$ cat src/rtl/core/mrg_pkg.sv
// Shared constants and types for the merge sorter.
package mrg_pkg;

  localparam int MAX_ELEMENTS_DEF = 64;
  localparam int DATA_W           = 32;

  // one sorted result handed from the engine to the output register
  typedef struct packed {
    logic [DATA_W-1:0] value;
    logic              last;
  } mrg_result_t;

endpackage

$ cat src/rtl/core/mrg_bank.sv
// Element memory: one write port, two registered read ports.
module mrg_bank
  import mrg_pkg::*;
#(
  parameter int ADDR_W = 6
) (
  input  logic              clk,
  input  logic              we,
  input  logic [ADDR_W-1:0] waddr,
  input  logic [DATA_W-1:0] wdata,
  input  logic [ADDR_W-1:0] raddr_a,
  input  logic [ADDR_W-1:0] raddr_b,
  output logic [DATA_W-1:0] rdata_a,
  output logic [DATA_W-1:0] rdata_b
);

  logic [DATA_W-1:0] mem [2**ADDR_W];

  always_ff @(posedge clk) begin
    if (we) begin
      mem[waddr] <= wdata;
    end
    rdata_a <= mem[raddr_a];
    rdata_b <= mem[raddr_b];
  end

endmodule

$ cat config.mk
export PLATFORM = sky130hd
export DESIGN_NAME = mrg_bank
export DESIGN_NICKNAME = d
export VERILOG_FILES = /design/src/rtl/core/mrg_pkg.sv /design/src/rtl/core/mrg_bank.sv
export SDC_FILE = /design/constraint.sdc
export NUM_CORES = 2
export LEC_CHECK = 0
export BUFFER_PORTS_ARGS = -buffer_cell sky130_fd_sc_hd__buf_2
export CORE_ASPECT_RATIO = 1.4
export CORE_MARGIN = 2
export CORE_UTILIZATION = 55
export CTS_CLUSTER_DIAMETER = 120
export DETAILED_ROUTE_END_ITERATION = 8
export PLACE_DENSITY = 0.71
export SYNTH_ARGS = -nofsm -noshare
export SYNTH_HDL_FRONTEND = slang
export SYNTH_SLANG_ARGS = --single-unit
$ cat constraint.sdc
create_clock -name clk -period 10.8 [get_ports clk]
set_clock_uncertainty 0.05 [all_clocks]
set_input_delay 1.62 -clock clk [delete_from_list [all_inputs] [get_ports clk]]
set_output_delay 1.62 -clock clk [all_outputs]
set_load 0.01 [all_outputs]
==> summary.md <==
| Metric | Value |
|---|---|
| Status | finished, final reports clean |
| Top delay family on crit path | compound AO/OA/AOI/OAI gates |
| Most frequent cell on the critical path | o22ai_1 |
| Initial Utilization | 55.2% |
| Mapped Area | 95700 um^2 |
| Total negative slack | 0 ns |
| #FFs+latches synth | ~2.1k |
| Required time of the critical path | 11.51 ns |
| First-pass GRT wire length | 398 mm |
| Hold violation total from the final report | 0 |
| CP Data Arrival Time | 5.21 ns |
| Worst-skew pair later-pin latency | 0.84 ns |
| FF-to-FF setup slack | 8.36 ns |
| Slowest stage delay, CP | 0.93 ns |
| Post-route clock period utilization | 41.6% |
| Ports | between 100 and 150 |
| Gr usage total | roughly a third |
| Drt first pass iters | 7 |
| Initial antenna violation count | 26 |
| Die width | roughly 360 um |
| CTS Sinks | 2112 |
| Pwr Total | 17600 uW |
| EDFF count, synth | a little over 2k |
| Critical path type | input pin to register |
| Setup repair bufs after CTS | 0 |
| Max_slew headroom | 10.9% |
| Synth async-reset ratio | 0% |
| Util after Layout | about three fifths |
| Max clock buf depth | 3 |
| Final GP Congestion | 0.827 |
| CP startpoint kind | input pin |
| Worst-case reg-to-reg path depth | 4 |
| Main synth FF type | edfxtp_1 |
| Worst slew pin tran | 1.34 ns |
| Input/output buffers | 115 |
| Peak Freq | 0.223 GHz |
| Chip Height | 497 um |
| HP Class | register to register |
| Vias | 51.8k |
| Root buf cell | clkbuf_16 |
| Synth cell types | 38 |
| Vias/cell | 7.45 |
| Worst path bufs/invs | 2 |
| Fin crit period | around 4.5 ns |
| Lkg Pwr | 0.0329 uW |
| CTS tree | yes |
| Core area | around 170000 um^2 |
| Total congestion overflow | 0 |
| R2R Path Start | mem[15][19]$_DFFE_PP_ |
| Wirelength per Cell | 40.8 um |
| Max-Cap Viols | 0 |
| Post-CTS Resized | 0 |
| RSZ-0062 raised after global routing | no |
| Hold_sp | mem[39][13]$_DFFE_PP_ |
| Final number of max-transition violations | 0 |
| H-Tree Depth | 4 |
| CTS Hold Bufs | 0 |
| CP max FO | 106 |
| # rows | 181 |
| Reg2reg end | rdata_b[19]$_DFF_P_ |
| Slowest-stage cell, CP | a211oi_1 |
| Synthesis Warnings | 0 |
| Final setup fails | 0 |
| Share of post-route cells with drive strength above 1 | 37.9% |
| Worst Hold Path EP | rdata_a[13]$_DFF_P_ |
| Cell chain of the critical path | buf_8 -> buf_12 -> nand3b_1 -> o22ai_1 -> a211oi_1 -> o22ai_1 -> a21oi_1 |
| WHS | 0.786 ns |
| P per Cell Area | 167 nW/um^2 |
| Mapped Avg Cell Area | about 22 um^2 |
| Mapped Nets | 4464 |
| Sequential fraction of the synthesis area | approximately two thirds |
| DRC | 0 |
| Commonest non-fill, non-tap cell in the layout | edfxtp_1 |
| Crit. End Element | register |
| Hold depth | 4 |
| CTS clk-pin slew, worst paths | 0.06 ns |
| Vias in the first global route | 52.8k |
| Starting DRC count in detailed routing | 8108 |
| Largest net degree at the start of global routing | 137 |
| Dpl hpwl | 156 mm |
| Maximum VDD drop | 0.160 mV |
| Synth Instances | 4412 |
| Final ANT Viol Nets | 0 |
| WL final | 284 mm |
| DIE AREA | around 180000 um^2 |
| Commonest non-fill, non-tap cells in the layout | 2048 x edfxtp_1, 1124 x mux4_2, 204 x mux2i_1 |
| Area Overhead vs Synth | 10.2% |
| Nets | 4544 |
| CTS Buf Count | about 190 |
layout make-up:
type	instances	area (um^2)
multi-input cells	1952	31600
inverters	1	3.75
repair buffers	237	1730
well taps	2287	2860
clock buffers	227	5030
clock inverters	127	1380
diodes	10	25.0
flip-flops and latches	2112	62800
fillers	11900	67800
cell usage after synthesis (all sizes together), types with 13 or more instances:
cell / n / share of area (%)
edfxtp: 2048 / 64
o221ai: 16 / 0.15
o211ai: 27 / 0.21
clkbuf: 135 / 0.53
nand2: 93 / 0.36
dfxtp: 64 / 1.3
mux2i: 204 / 2.1
a221oi: 13 / 0.12
nor2b: 19 / 0.12
o21ai: 49 / 0.26
o22ai: 56 / 0.37
a22oi: 85 / 0.67
mux4: 1124 / 26
nor2: 94 / 0.37
buf: 212 / 1.3
a21oi: 58 / 0.30
a211oi: 15 / 0.12
mux2: 36 / 0.42
worst max-delay path by stage:
stage,from,end,slack [ns],cells after the start
floorplan,waddr[3],mem[48][0]$_DFFE_PP_,5.94,4
global placement,raddr_b[0],rdata_b[19]$_DFF_P_,5.51,6
detailed placement,raddr_b[0],rdata_b[19]$_DFF_P_,5.49,6
CTS,raddr_b[0],rdata_b[19]$_DFF_P_,6.40,6
global route,raddr_a[0],rdata_a[5]$_DFF_P_,6.12,8
finish,raddr_a[1],rdata_a[2]$_DFF_P_,6.31,7
report_power, final:
group | total (uW) | switching (uW) | internal [uW]
logic | 1420 | 838 | 581
clock network | 7040 | 3020 | 4010
registers | 9140 | 60.8 | 9070
total | 17600 | 3920 | 13700
per-layer routing:
layer / vias to the layer above / GRT usage, % / part of all wire, %
met5: - / 0 / 0.037
met4: 18 / 12.8 / 4.5
met3: 709 / 8.23 / 13
met2: 3654 / 50.9 / 48
met1: 27800 / 44.2 / 34
li1: 19700 / - / -
metrics by stage:
stage	area (um^2)	worst slack [ns]	instances
after floorplan	95700	5.94	4412
after global placement	99000	5.51	6589
after detailed placement	99000	5.49	6589
after CTS	105000	6.40	6943
after global routing	105000	6.12	6945
final	105000	6.31	6953
worst register-to-register path, delay by kind of cell, from the launching register on:
| family | cells | cell delay, ns |
|---|---|---|
| AO/OA/AOI/OAI | 2 | 0.86 |
| multiplexers | 2 | 0.98 |
| flip-flops | 1 | 0.40 |
flip-flops by register name, indices dropped and copies added, names as in the netlist:
signal,flops
mem,2048
rdata_a,32
rdata_b,32
cells by family after synthesis:
group	count (synthesis)	synth area share, %
buffers and inverters	348	1.83
flip-flops	2112	65.6
AND/OR/NAND/NOR	248	1.13
multiplexers	1364	29.0
AO/OA/AOI/OAI	340	2.39
(Power assumes the default switching activity.)
