## config.mk

```make
export PLATFORM = sky130hd
export DESIGN_NAME = mrg_engine
export DESIGN_NICKNAME = d
export VERILOG_FILES = /design/src/rtl/core/mrg_pkg.sv /design/src/rtl/core/mrg_engine.sv
export SDC_FILE = /design/constraint.sdc
export NUM_CORES = 1
export LEC_CHECK = 0
export BUFFER_PORTS_ARGS = -buffer_cell sky130_fd_sc_hd__buf_4
export CAP_MARGIN = 20
export CORE_AREA = 3 3 123 148
export CTS_BUF_LIST = sky130_fd_sc_hd__clkbuf_4 sky130_fd_sc_hd__clkbuf_8
export CTS_CLUSTER_DIAMETER = 100
export DETAILED_ROUTE_END_ITERATION = 10
export DIE_AREA = 0 0 126 151
export GPL_ROUTABILITY_DRIVEN = 1
export PLACE_DENSITY = 0.71
export RECOVER_POWER = 25
export SLEW_MARGIN = 20
export SYNTH_ARGS = -nofsm -noshare
export SYNTH_HDL_FRONTEND = slang
export SYNTH_SLANG_ARGS = --single-unit
```

## constraint.sdc

```tcl
create_clock -name clk -period 4.4 [get_ports clk]
set_input_delay 0 -clock clk [delete_from_list [all_inputs] [get_ports clk]]
set_output_delay 0 -clock clk [all_outputs]
set_load 0.03 [all_outputs]
```

## src/rtl/core/mrg_pkg.sv

```systemverilog
// Shared constants and types for the merge sorter.
package mrg_pkg;

  localparam int MAX_ELEMENTS_DEF = 64;
  localparam int DATA_W           = 32;

  // one sorted result handed from the engine to the output register
  typedef struct packed {
    logic [DATA_W-1:0] value;
    logic              last;
  } mrg_result_t;

endpackage

```

## src/rtl/core/mrg_engine.sv

```systemverilog
// Load / bottom-up merge / emit sequencer working across two memory banks.
module mrg_engine
  import mrg_pkg::*;
#(
  parameter int MAX_ELEMENTS = MAX_ELEMENTS_DEF
) (
  input  logic                                  clk,
  input  logic                                  rst,
  input  logic                                  in_valid,
  output logic                                  in_ready,
  input  logic [DATA_W-1:0]                     in_value,
  input  logic                                  in_last,
  output logic                                  res_valid,
  input  logic                                  res_ready,
  output mrg_result_t                           res,
  output logic                                  we0,
  output logic                                  we1,
  output logic [$clog2(MAX_ELEMENTS)-1:0]       waddr,
  output logic [DATA_W-1:0]                     wdata,
  output logic [$clog2(MAX_ELEMENTS)-1:0]       raddr_a,
  output logic [$clog2(MAX_ELEMENTS)-1:0]       raddr_b,
  input  logic [DATA_W-1:0]                     rd0_a,
  input  logic [DATA_W-1:0]                     rd0_b,
  input  logic [DATA_W-1:0]                     rd1_a,
  input  logic [DATA_W-1:0]                     rd1_b
);

  localparam int AW = $clog2(MAX_ELEMENTS);
  localparam int CW = $clog2(MAX_ELEMENTS + 1);
  localparam int SW = CW + 2;

  localparam logic [1:0] ST_LOAD  = 2'd0;
  localparam logic [1:0] ST_PRIME = 2'd1;
  localparam logic [1:0] ST_MERGE = 2'd2;
  localparam logic [1:0] ST_EMIT  = 2'd3;

  logic [1:0]    state, state_next;
  logic          src, src_next;        // bank holding the current runs
  logic [CW-1:0] cnt, cnt_next;        // fill count, then set size
  logic [SW-1:0] w, w_next;            // run width of this pass
  logic [CW-1:0] l, l_next, r, r_next;
  logic [CW-1:0] mid, mid_next, hi, hi_next;
  logic [CW-1:0] c, c_next;            // output position (merge and emit)

  logic signed [DATA_W-1:0] a, b;
  logic          take_left;
  logic          accept, fire;
  logic [CW-1:0] c_inc, cnt_inc;
  logic [SW-1:0] n_ext, sum_mid, sum_hi, p_hi;
  logic [CW-1:0] seg_mid, seg_hi, prime_mid, prime_hi;

  assign a = src ? rd1_a : rd0_a;
  assign b = src ? rd1_b : rd0_b;

  assign take_left = (l < mid) && ((r >= hi) || (a <= b));

  assign c_inc   = c + 1'b1;
  assign cnt_inc = cnt + 1'b1;
  assign n_ext   = SW'(cnt);

  // bounds of the next pair of runs, clipped to the set size
  assign sum_mid   = SW'(hi) + w;
  assign sum_hi    = SW'(hi) + (w << 1);
  assign p_hi      = w << 1;
  assign seg_mid   = (sum_mid > n_ext) ? cnt : sum_mid[CW-1:0];
  assign seg_hi    = (sum_hi > n_ext) ? cnt : sum_hi[CW-1:0];
  assign prime_mid = (w > n_ext) ? cnt : w[CW-1:0];
  assign prime_hi  = (p_hi > n_ext) ? cnt : p_hi[CW-1:0];

  assign in_ready  = (state == ST_LOAD);
  assign accept    = in_valid && in_ready;
  assign res_valid = (state == ST_EMIT);
  assign res.value = a;
  assign res.last  = (c_inc == cnt);
  assign fire      = res_valid && res_ready;

  assign we0   = (accept) || ((state == ST_MERGE) && src);
  assign we1   = (state == ST_MERGE) && !src;
  assign waddr = (state == ST_LOAD) ? cnt[AW-1:0] : c[AW-1:0];
  assign wdata = (state == ST_LOAD) ? in_value : (take_left ? a : b);

  always_comb begin
    state_next = state;
    src_next   = src;
    cnt_next   = cnt;
    w_next     = w;
    l_next     = l;
    r_next     = r;
    mid_next   = mid;
    hi_next    = hi;
    c_next     = c;
    raddr_a    = '0;
    raddr_b    = '0;
    unique case (state)
      ST_LOAD: begin
        if (accept) begin
          cnt_next = cnt_inc;
          if (in_last || (cnt_inc == CW'(MAX_ELEMENTS))) begin
            w_next     = SW'(1);
            state_next = ST_PRIME;
          end
        end
      end
      ST_PRIME: begin
        // issue reads for the heads of the first run pair
        raddr_b = prime_mid[AW-1:0];
        c_next  = '0;
        if (w >= n_ext) begin
          state_next = ST_EMIT;
        end else begin
          l_next     = '0;
          r_next     = prime_mid;
          mid_next   = prime_mid;
          hi_next    = prime_hi;
          state_next = ST_MERGE;
        end
      end
      ST_MERGE: begin
        c_next = c_inc;
        if (c_inc == hi) begin
          if (hi == cnt) begin
            src_next   = !src;
            w_next     = w << 1;
            state_next = ST_PRIME;
          end else begin
            l_next   = hi;
            r_next   = seg_mid;
            mid_next = seg_mid;
            hi_next  = seg_hi;
          end
        end else if (take_left) begin
          l_next = l + 1'b1;
        end else begin
          r_next = r + 1'b1;
        end
        // read next heads so data lines up with l/r next cycle
        raddr_a = l_next[AW-1:0];
        raddr_b = r_next[AW-1:0];
      end
      ST_EMIT: begin
        raddr_a = c[AW-1:0];
        if (fire) begin
          c_next  = c_inc;
          raddr_a = c_inc[AW-1:0];
          if (res.last) begin
            cnt_next   = '0;
            src_next   = 1'b0;
            state_next = ST_LOAD;
          end
        end
      end
      default: begin
        state_next = ST_LOAD;
      end
    endcase
  end

  always_ff @(posedge clk) begin
    if (rst) begin
      state <= ST_LOAD;
      src   <= 1'b0;
      cnt   <= '0;
    end else begin
      state <= state_next;
      src   <= src_next;
      cnt   <= cnt_next;
    end
    w   <= w_next;
    l   <= l_next;
    r   <= r_next;
    mid <= mid_next;
    hi  <= hi_next;
    c   <= c_next;
  end

endmodule

```

==> results of run 1 <==
## per-layer routing
layer	GRT usage [%]	vias up	wire, um
met1	37.4	3818	11500
met3	6.07	58	2600
li1	-	3805	-
met5	0	-	0
met4	9.87	0	1030
met2	51.0	398	14500
## final cells by class
class                   instances  area [sq um]  share of cell area [%]
multi-input cells             723          5630                    56.2
repair buffers                299          2260                    22.6
flip-flops and latches         54          1530                    15.2
well taps                     216           270                    2.70
inverters                      65           244                    2.44
clock buffers                   5          68.8                   0.687
clock inverters                 3          16.3                   0.162
## path summary, 6_finish.rpt
path                 start    endpoint  slack (ns)
hold reg to reg   state[0]    state[0]        0.57
hold / removal    in_valid      cnt[0]        0.08
setup / recovery      w[0]  raddr_b[0]        0.06
setup reg to reg      w[0]        r[1]        0.25
## per-stage QoR
stage | hold WS [ns] | cells | worst slack [ns]
after floorplan | 0.235 | 887 | 0.112
after global placement | 0.273 | 1345 | 0.195
after detailed placement | 0.261 | 1345 | 0.180
after CTS | 0.0588 | 1358 | 0.0480
after global routing | 0.0961 | 1365 | -0.0797
final | 0.0843 | 1365 | 0.0610
## repair_timing
| action | in CTS | in global routing |
|---|---|---|
| setup endpoints to repair | 3 | 13 |
| hold endpoints to repair | 5 | 0 |
| pin swaps | 0 | 4 |
| hold buffers | 1 | 0 |
| buffers inserted | 4 | 7 |
| gates resized for setup | 1 | 11 |
## placed cells by master, fill, tap and decap left out, types with 12 or more instances in the layout
| master | count |
|---|---|
| mux2i_1 | 45 |
| buf_4 | 293 |
| o21a_1 | 14 |
| nand3_1 | 23 |
| edfxtp_1 | 44 |
| mux2_2 | 39 |
| inv_1 | 65 |
| a21oi_1 | 45 |
| and2_1 | 12 |
| nor2_1 | 49 |
| nand2_1 | 78 |
| o21ai_0 | 61 |
| nand4_1 | 15 |
| ha_1 | 93 |
| nor3_1 | 19 |
| and3_1 | 16 |
| xnor2_1 | 26 |
| mux2_1 | 29 |
## where the power goes
group          leakage, nW  switching (mW)  internal, mW
Clock               0.0416           0.177         0.110
Sequential           0.507           0.293         0.862
Combinational         4.14            3.09          2.23
## worst min-delay path: stages
cell	delay, ns
buf_4	0.10
nor2b_1	0.04
o21ai_0	0.16
a21oi_1	0.06
## flip-flops by register name, summed over array words and instances, names as in the netlist
signal,flops
c,7
cnt,7
hi,7
l,7
mid,7
r,7
src,1
state,2
w,9
## logic make-up (layout without fill, tap and decap cells)
kind of cell / Yosys count / count (layout) / share of synthesized area (%)
adder cells (fa/ha/maj): 96 / 96 / 16.1
multiplexers: 114 / 114 / 16.2
buffers and inverters: 110 / 372 / 5.67
AO/OA/AOI/OAI: 203 / 203 / 17.7
XOR/XNOR: 39 / 39 / 5.90
flip-flops: 54 / 54 / 20.1
AND/OR/NAND/NOR: 271 / 271 / 18.2
==> metrics, run 1 <==
sequential-to-total area share from yosys stat=a little over 20%; routability congestion estimate=approximately 0.99; clk buf depth=2; critical path depth in cells=18; Final Hold Viols=0; actual slew at the worst max-slew pin=approximately 0.97 ns; CP required=~4.4 ns; CTS buffer count=5; Finished Cell Area=approximately 0.010 sq mm; total power draw=6.76 mW; DRT Pass-1 Iters=5; most frequent CP cell=a211o_1; grt ovf=0; Syn Nets=about 1100; area leader, netlist=edfxtp_1; Cell Area, Synth=between 0.007 and 0.008 sq mm; setup TNS=0 ns; root buf cell=clkbuf_8; CP Launch Type=flip-flop; main flop type after synthesis=edfxtp_1; final setup fails=0; Synth top area share=between 10% and 20%; Worst Skew=approximately 0.014 ns; core area=between 0.015 and 0.02 sq mm; initial antenna violation count=0; Rows=52; H-tree lvl count=2; hold path cells=4; minimum clock period=around 4.3 ns; top post-synthesis cells by area=edfxtp_1, ha_1, mux2_2, mux2i_1, o21ai_0; synthesized area per cell=~8.5 sq um; Layout area overhead=32.6%; chip height=151 um; DR iter-0 viols=~690; FMAX=about 230 MHz; Crit path max-delay family=compound AO/OA/AOI/OAI gates; Die ar.=0.0190 sq mm; ant diodes=0; dpl hpwl=approximately 24000 um; FFs w/ async S/R, synth=0%; I/O pin total=roughly 250; CP Data Arrival Time=4.34 ns; slowest stage delay, CP=0.42 ns; Starting Density=around 45%; Cell variety after synth=about 70; CTS Sinks=54; PD cells=slightly below 700 mW/mm^2; Leakage=about 4.7 nW; status=finished, final reports clean; end-of-flow core utilization=about 59%; worst hold path type=in2reg; first-pass GRT wire length=around 44000 um; Area after DPL=just under 0.01 sq mm; clk slew on worst S/H paths=0.10 ns; final antenna-violating net count=0; Post-synth EDFFs=44; VDD IR-drop max=between 0.3 and 0.4 mV; final worst-path cycle share=98.6%; drt via density=~5.9; Port Buffer Count=approximately 250; max-cap violations=0; routed wire length per instance=21.7 um; crit path max-delay cell type=edfxtp_1; # fillers=roughly 1600; WS Path Type=reg2out; layout cells sized above 1=between 30% and 40%; worst r2r path cells=18; GRT Overall Usage=29.7%; Post-Route WL=a little under 30000 um; most common cell in the synthesized netlist=ha_1; Yosys reg bits=54; Post-synth top cells=ha_1, nand2_1, mux2_2, inv_1, o21ai_0; Final Max Slew Viols=0; Slew HR=35.1%; drt drc=0; synth warn=0; largest net degree at the start of global routing=approximately 70; RSZ-0062 raised after global routing=yes; Final #Nets=around 1400; vias in the first global route=a little under 8000; WP buf/inv=2; worst-skew pair later-pin latency=roughly 0.32 ns; Post-Syn Instances=a little under 900; CTS tree=yes; CP Max Fanout=3; DR vias=between 8000 and 9000; Die X=roughly 130 um; CP Capture Type=output port; crit path cell chain=ha_2 -> inv_1 -> fa_2 -> nor2b_2 -> o31a_1 -> o21a_1 -> nor2_1 -> xnor2_1 -> ha_1 -> a211o_1 -> a21oi_1 -> o21ai_0 -> a31oi_1 -> o221a_2 -> mux2_2 -> a211o_1 -> a32o_1 -> buf_4
Power figures use the tool's default switching activity.
==> run 2, diff against run 1 <==
--- a/config.mk
+++ b/config.mk
@@ -13,7 +13,7 @@
 export DETAILED_ROUTE_END_ITERATION = 10
 export DIE_AREA = 0 0 126 151
 export GPL_ROUTABILITY_DRIVEN = 1
-export PLACE_DENSITY = 0.71
+export PLACE_DENSITY = 0.72
 export RECOVER_POWER = 25
 export SLEW_MARGIN = 20
 export SYNTH_ARGS = -nofsm -noshare
==> metrics, run 2 (synthesis gave the netlist of run 1 again) <==
status=finished, final reports clean; CTS tree=yes; drt drc=0; CP Capture Type=output port; FMAX=~240 MHz; area of the multi-input gates=around 0.0056 sq mm; total power draw=slightly below 7 mW; final worst slack=about 0.15 ns; Power Internal=3.22 mW; max layer used=met4; vias in the first global route=7739; initial antenna violation count=0; HP Start=in_valid; max FFs per register=9; Port Buffer Count=251; Reg2Reg Setup Slack=0.34 ns; most common cell after layout, fill and taps aside=buf_4; Final Hold Viols=0; Setup WS pre-CTS=around 0.32 ns; Slew HR=a little under two fifths; final antenna-violating net count=0; Leakage=between 4 and 5 nW; DR vias=about 8100; Final #Nets=1408; DRT Pass-1 Iters=5; Final Instance Count excl. Fillers=between 1000 and 1500; minimum clock period=around 4.3 ns; CTS Sinks=54; Clock power frac=approximately 4.9%; I/O pin total=about 250; Worst Skew=~0.0092 ns; Die ar.=between 0.015 and 0.02 sq mm; final worst-path cycle share=96.6%; worst flop-to-flop path endpoint=r[1]; Layout area overhead=32.9%; Met1 Wirelength=about 12000 um; r2r startpoint=w[0]; GRT Overall Usage=29.2%; CP Data Arrival Time=4.25 ns; Die X=126 um; clk slew on worst S/H paths=0.10 ns; commonest cells after routing, fill and taps aside=buf_4, ha_1, nand2_1; RSZ-0062 raised after global routing=no; chip height=around 150 um; sequential cell area=between 0.0015 and 0.002 sq mm; PD cells=slightly below 700 mW/mm^2; WS Path Type=reg2out; clk buf depth=2; Psw=roughly 3.6 mW; layout cells sized above 1=31.4%; CP Launch Type=flip-flop; setup TNS=0 ns; root buf cell=clkbuf_8; Switching Share=roughly 52%; dpl hpwl=24200 um; final setup fails=0; Final Max Slew Viols=0; drt via density=5.92; DP Cell Count=1347; first-pass GRT wire length=roughly 44000 um; largest net degree at the start of global routing=66; routability congestion estimate=0.992; grt ovf=0; worst hold path type=in2reg; VDD IR-drop max=~0.31 mV; Top reg by flops=w; max-cap violations=0; Rows=52; Starting Density=between 40 and 50%; Finished Cell Area=0.0100 sq mm; core area=0.0169 sq mm; worst-skew pair later-pin latency=0.32 ns; hold path cells=4; met2 routed WL=14000 um; actual slew at the worst max-slew pin=slightly above 0.9 ns; CP required=approximately 4.4 ns; CTS buffer count=5; hold endpoint=cnt[0]; Area after DPL=0.00982 sq mm; CP Max Fanout=3; Seq pwr share=~17%; Logic pwr share=78.4%; DR iter-0 viols=just under 700; ant diodes=0; # fillers=1582; Post-Route WL=slightly below 30000 um; H-tree lvl count=2; routed wire length per instance=about 22 um; worst r2r path cells=18; Met3 Routed Length=about 2500 um
-- run 2: cell type report --
type | count | share of cell area, %
timing repair buffer | 298 | 22.4
inverter | 65 | 2.43
clock inverter | 1 | 0.0873
clock buffer | 7 | 0.960
multi-input combinational | 723 | 56.2
tap | 216 | 2.69
sequential | 54 | 15.2
-- run 2: how the worst max path moves through the flow --
| stage | start | end | slack (ns) | depth (start not counted) |
|---|---|---|---|---|
| 2_1_floorplan | src | wdata[2] | 0.11 | 16 |
| 3_3_place_gp | w[0] | raddr_b[0] | 0.39 | 18 |
| 3_5_place_dp | w[0] | raddr_b[0] | 0.32 | 18 |
| 4_1_cts | src | raddr_b[3] | 0.002 | 13 |
| 5_1_grt | src | raddr_b[3] | 0.002 | 13 |
| 6_report | w[0] | raddr_b[0] | 0.15 | 18 |
-- run 2: repair_timing --
| action | 4_1_cts | 5_1_grt |
|---|---|---|
| resized for setup | 0 | 12 |
| endpoints found under the hold margin | 5 | 0 |
| pin swaps | 0 | 4 |
| hold buffers | 1 | 0 |
| setup buffers | 4 | 4 |
| setup endpoints to repair | 1 | 34 |
-- run 2: through the flow --
step                util [%]  hold slack, ns
floorplan                  -           0.235
global placement        58.1           0.255
detailed placement      58.1           0.254
CTS                     58.9          0.0402
global route            59.3          0.0675
finish                  59.3          0.0505
-- run 2: layer usage --
layer / track usage (%) / up-vias
met5: 0 / -
met4: 9.98 / 0
met3: 4.66 / 65
met2: 49.4 / 443
met1: 38.1 / 3769
li1: - / 3792
-- run 2: critical path: stages, from the launching register on --
cell and delay, ns:
edfxtp_1 0.43, ha_1 0.23, inv_1 0.07, fa_2 0.20, nor2b_1 0.06, o31a_1 0.32, o21a_1 0.19, nor2_2 0.12
xnor2_2 0.10, ha_1 0.34, a211o_1 0.27, a21oi_1 0.11, o21ai_0 0.10, a31oi_1 0.15, o221a_2 0.24, mux2_2 0.36
a211o_1 0.26, a32o_1 0.21, buf_4 0.17
-- run 2: power groups by stage --
stage | registers [mW] | logic [mW] | clock network (mW)
after floorplan | 1.03 | 3.51 | 0
after global placement | 1.16 | 4.99 | 0
after detailed placement | 1.16 | 5.03 | 0
after CTS | 1.14 | 5.12 | 0.330
after global routing | 1.16 | 5.73 | 0.345
final | 1.14 | 5.31 | 0.330
==> run 3, diff against run 2 <==
--- a/config.mk
+++ b/config.mk
@@ -8,7 +8,7 @@
 export BUFFER_PORTS_ARGS = -buffer_cell sky130_fd_sc_hd__buf_4
 export CAP_MARGIN = 20
 export CORE_AREA = 3 3 123 148
-export CTS_BUF_LIST = sky130_fd_sc_hd__clkbuf_4 sky130_fd_sc_hd__clkbuf_8
+export CTS_BUF_LIST = sky130_fd_sc_hd__clkbuf_4
 export CTS_CLUSTER_DIAMETER = 100
 export DETAILED_ROUTE_END_ITERATION = 10
 export DIE_AREA = 0 0 126 151
==> metrics, run 3 (synthesis gave the netlist of run 1 again) <==
status=finished, final reports clean; clk buf depth=2; Final #Nets=1413; Final Max Slew Viols=0; CTS tree=yes; DR iter-0 viols=between 600 and 700; CTS buffer count=5; worst flop-to-flop path endpoint=r[1]; Finished Cell Area=between 0.01 and 0.015 sq mm; Power Internal=approximately 3.2 mW; Psw=between 3 and 4 mW; chip height=roughly 150 um; GRT met3 Usage=under 10%; dpl hpwl=24200 um; drt drc=0; final antenna-violating net count=0; Final Instance Count excl. Fillers=about 1400; CTS Sinks=54; PD cells=668 mW/mm^2; core area=between 0.015 and 0.02 sq mm; Clock power frac=~3.5%; max-cap violations=0; Final Hold Viols=0; FMAX=around 230 MHz; DR vias=8095; Starting Density=between 40 and 50%; final worst slack=approximately 0.11 ns; I/O pin total=between 200 and 300; Reg2Reg Setup Slack=0.36 ns; hold endpoint=src; Die ar.=~0.019 sq mm; CP Capture Type=output port; Switching Share=roughly 53%; Setup WS pre-CTS=roughly 0.32 ns; CP Data Arrival Time=about 4.3 ns; Leakage=4.72 nW; final worst-path cycle share=97.6%; WS Path Type=reg2out; actual slew at the worst max-slew pin=roughly 0.95 ns; Post-Route WL=roughly 30000 um; Logic pwr share=between 70% and 80%; grt ovf=0; Worst Skew=0.00931 ns; largest net degree at the start of global routing=66; r2r startpoint=w[0]; Rows=52; initial antenna violation count=2; DP Cell Count=1347; Top reg by flops=w; RSZ-0062 raised after global routing=yes; final setup fails=0; Area after DPL=slightly below 0.01 sq mm; GR Util met1=36.9%; clk slew on worst S/H paths=0.16 ns; CP Launch Type=flip-flop; drt via density=roughly 6; routability congestion estimate=0.992; worst-skew pair later-pin latency=~0.40 ns; HP Start=res_ready; routed wire length per instance=roughly 22 um; VDD IR-drop max=0.284 mV; vias in the first global route=slightly below 8000; Port Buffer Count=251; DRT Pass-1 Iters=5; Die X=between 100 and 150 um; Slew HR=about 36%; total power draw=about 6.7 mW; commonest cells after routing, fill and taps aside=buf_4, ha_1, nand2_1; most common cell after layout, fill and taps aside=buf_4; first-pass GRT wire length=approximately 44000 um; GR peak layer=met2; hold path cells=4; Layout area overhead=33.3%; H-tree lvl count=2; CP required=between 4 and 5 ns; grt met2 use=between 40% and 50%; minimum clock period=between 4 and 5 ns; root buf cell=clkbuf_4; GRT Overall Usage=between 20% and 30%; worst hold path type=in2reg; layout cells sized above 1=about a third; max FFs per register=9; CP Max Fanout=4; worst r2r path cells=18; Seq pwr share=16.9%
==> run 3: layout make-up <==
cell class                 instances  area, sq um
clock inverter                     3         16.3
inverter                          65          244
timing repair buffer             303         2310
fill                            1577         6850
tap                              216          270
multi-input combinational        723         5660
antenna                            1         2.50
sequential                        54         1530
clock buffer                       5         37.5
==> run 3: power by group through the flow <==
| stage | sequential (mW) | combinational, mW | clock [mW] |
|---|---|---|---|
| floorplan | 1.03 | 3.51 | 0 |
| global placement | 1.16 | 4.99 | 0 |
| detailed placement | 1.16 | 5.03 | 0 |
| CTS | 1.12 | 5.10 | 0.243 |
| global route | 1.16 | 5.77 | 0.253 |
| finish | 1.14 | 5.35 | 0.237 |
==> run 3: how the worst max path moves through the flow <==
| stage | start | to | slack (ns) | cells after the start |
|---|---|---|---|---|
| 6_report | w[0] | raddr_b[0] | 0.11 | 18 |
| 5_1_grt | w[0] | raddr_b[0] | -0.04 | 18 |
| 4_1_cts | w[0] | raddr_b[0] | -0.01 | 18 |
| 3_5_place_dp | w[0] | raddr_b[0] | 0.32 | 18 |
| 3_3_place_gp | w[0] | raddr_b[0] | 0.39 | 18 |
| 2_1_floorplan | src | wdata[2] | 0.11 | 16 |
==> run 3: through the flow <==
stage	utilization (%)	hold WS (ns)	TNS, ns
4_1_cts	58.7	0.139	-0.0135
2_1_floorplan	-	0.235	0
3_5_place_dp	58.1	0.254	0
5_1_grt	59.5	0.179	-0.103
6_report	59.5	0.166	0
3_3_place_gp	58.1	0.255	0
==> run 3: worst max-delay path: stages, from the launching register on <==
cell	delay (ns)
edfxtp_1	0.45
ha_2	0.20
inv_1	0.06
fa_2	0.20
nor2b_1	0.06
o31a_1	0.32
o21a_1	0.19
nor2_2	0.15
xnor2_2	0.10
ha_1	0.33
a211o_1	0.27
a21oi_1	0.10
o21ai_0	0.11
a31oi_1	0.15
o221a_2	0.27
mux2_4	0.33
a211o_1	0.26
a32o_1	0.21
buf_4	0.17
==> run 3: repair_timing <==
action | CTS | global route
setup endpoints to repair | 9 | 35
endpoints found under the hold margin | 5 | 0
buffers inserted | 4 | 7
pin swaps | 0 | 8
hold buffers | 2 | 0
resized for setup | 2 | 17
cloned | 0 | 1
==> run 3: routing by layer <==
metal | vias to the layer above | wire length, um
li1 | 3798 | -
met1 | 3811 | 11600
met2 | 423 | 14200
met3 | 61 | 2630
met4 | 2 | 1050
met5 | - | 13
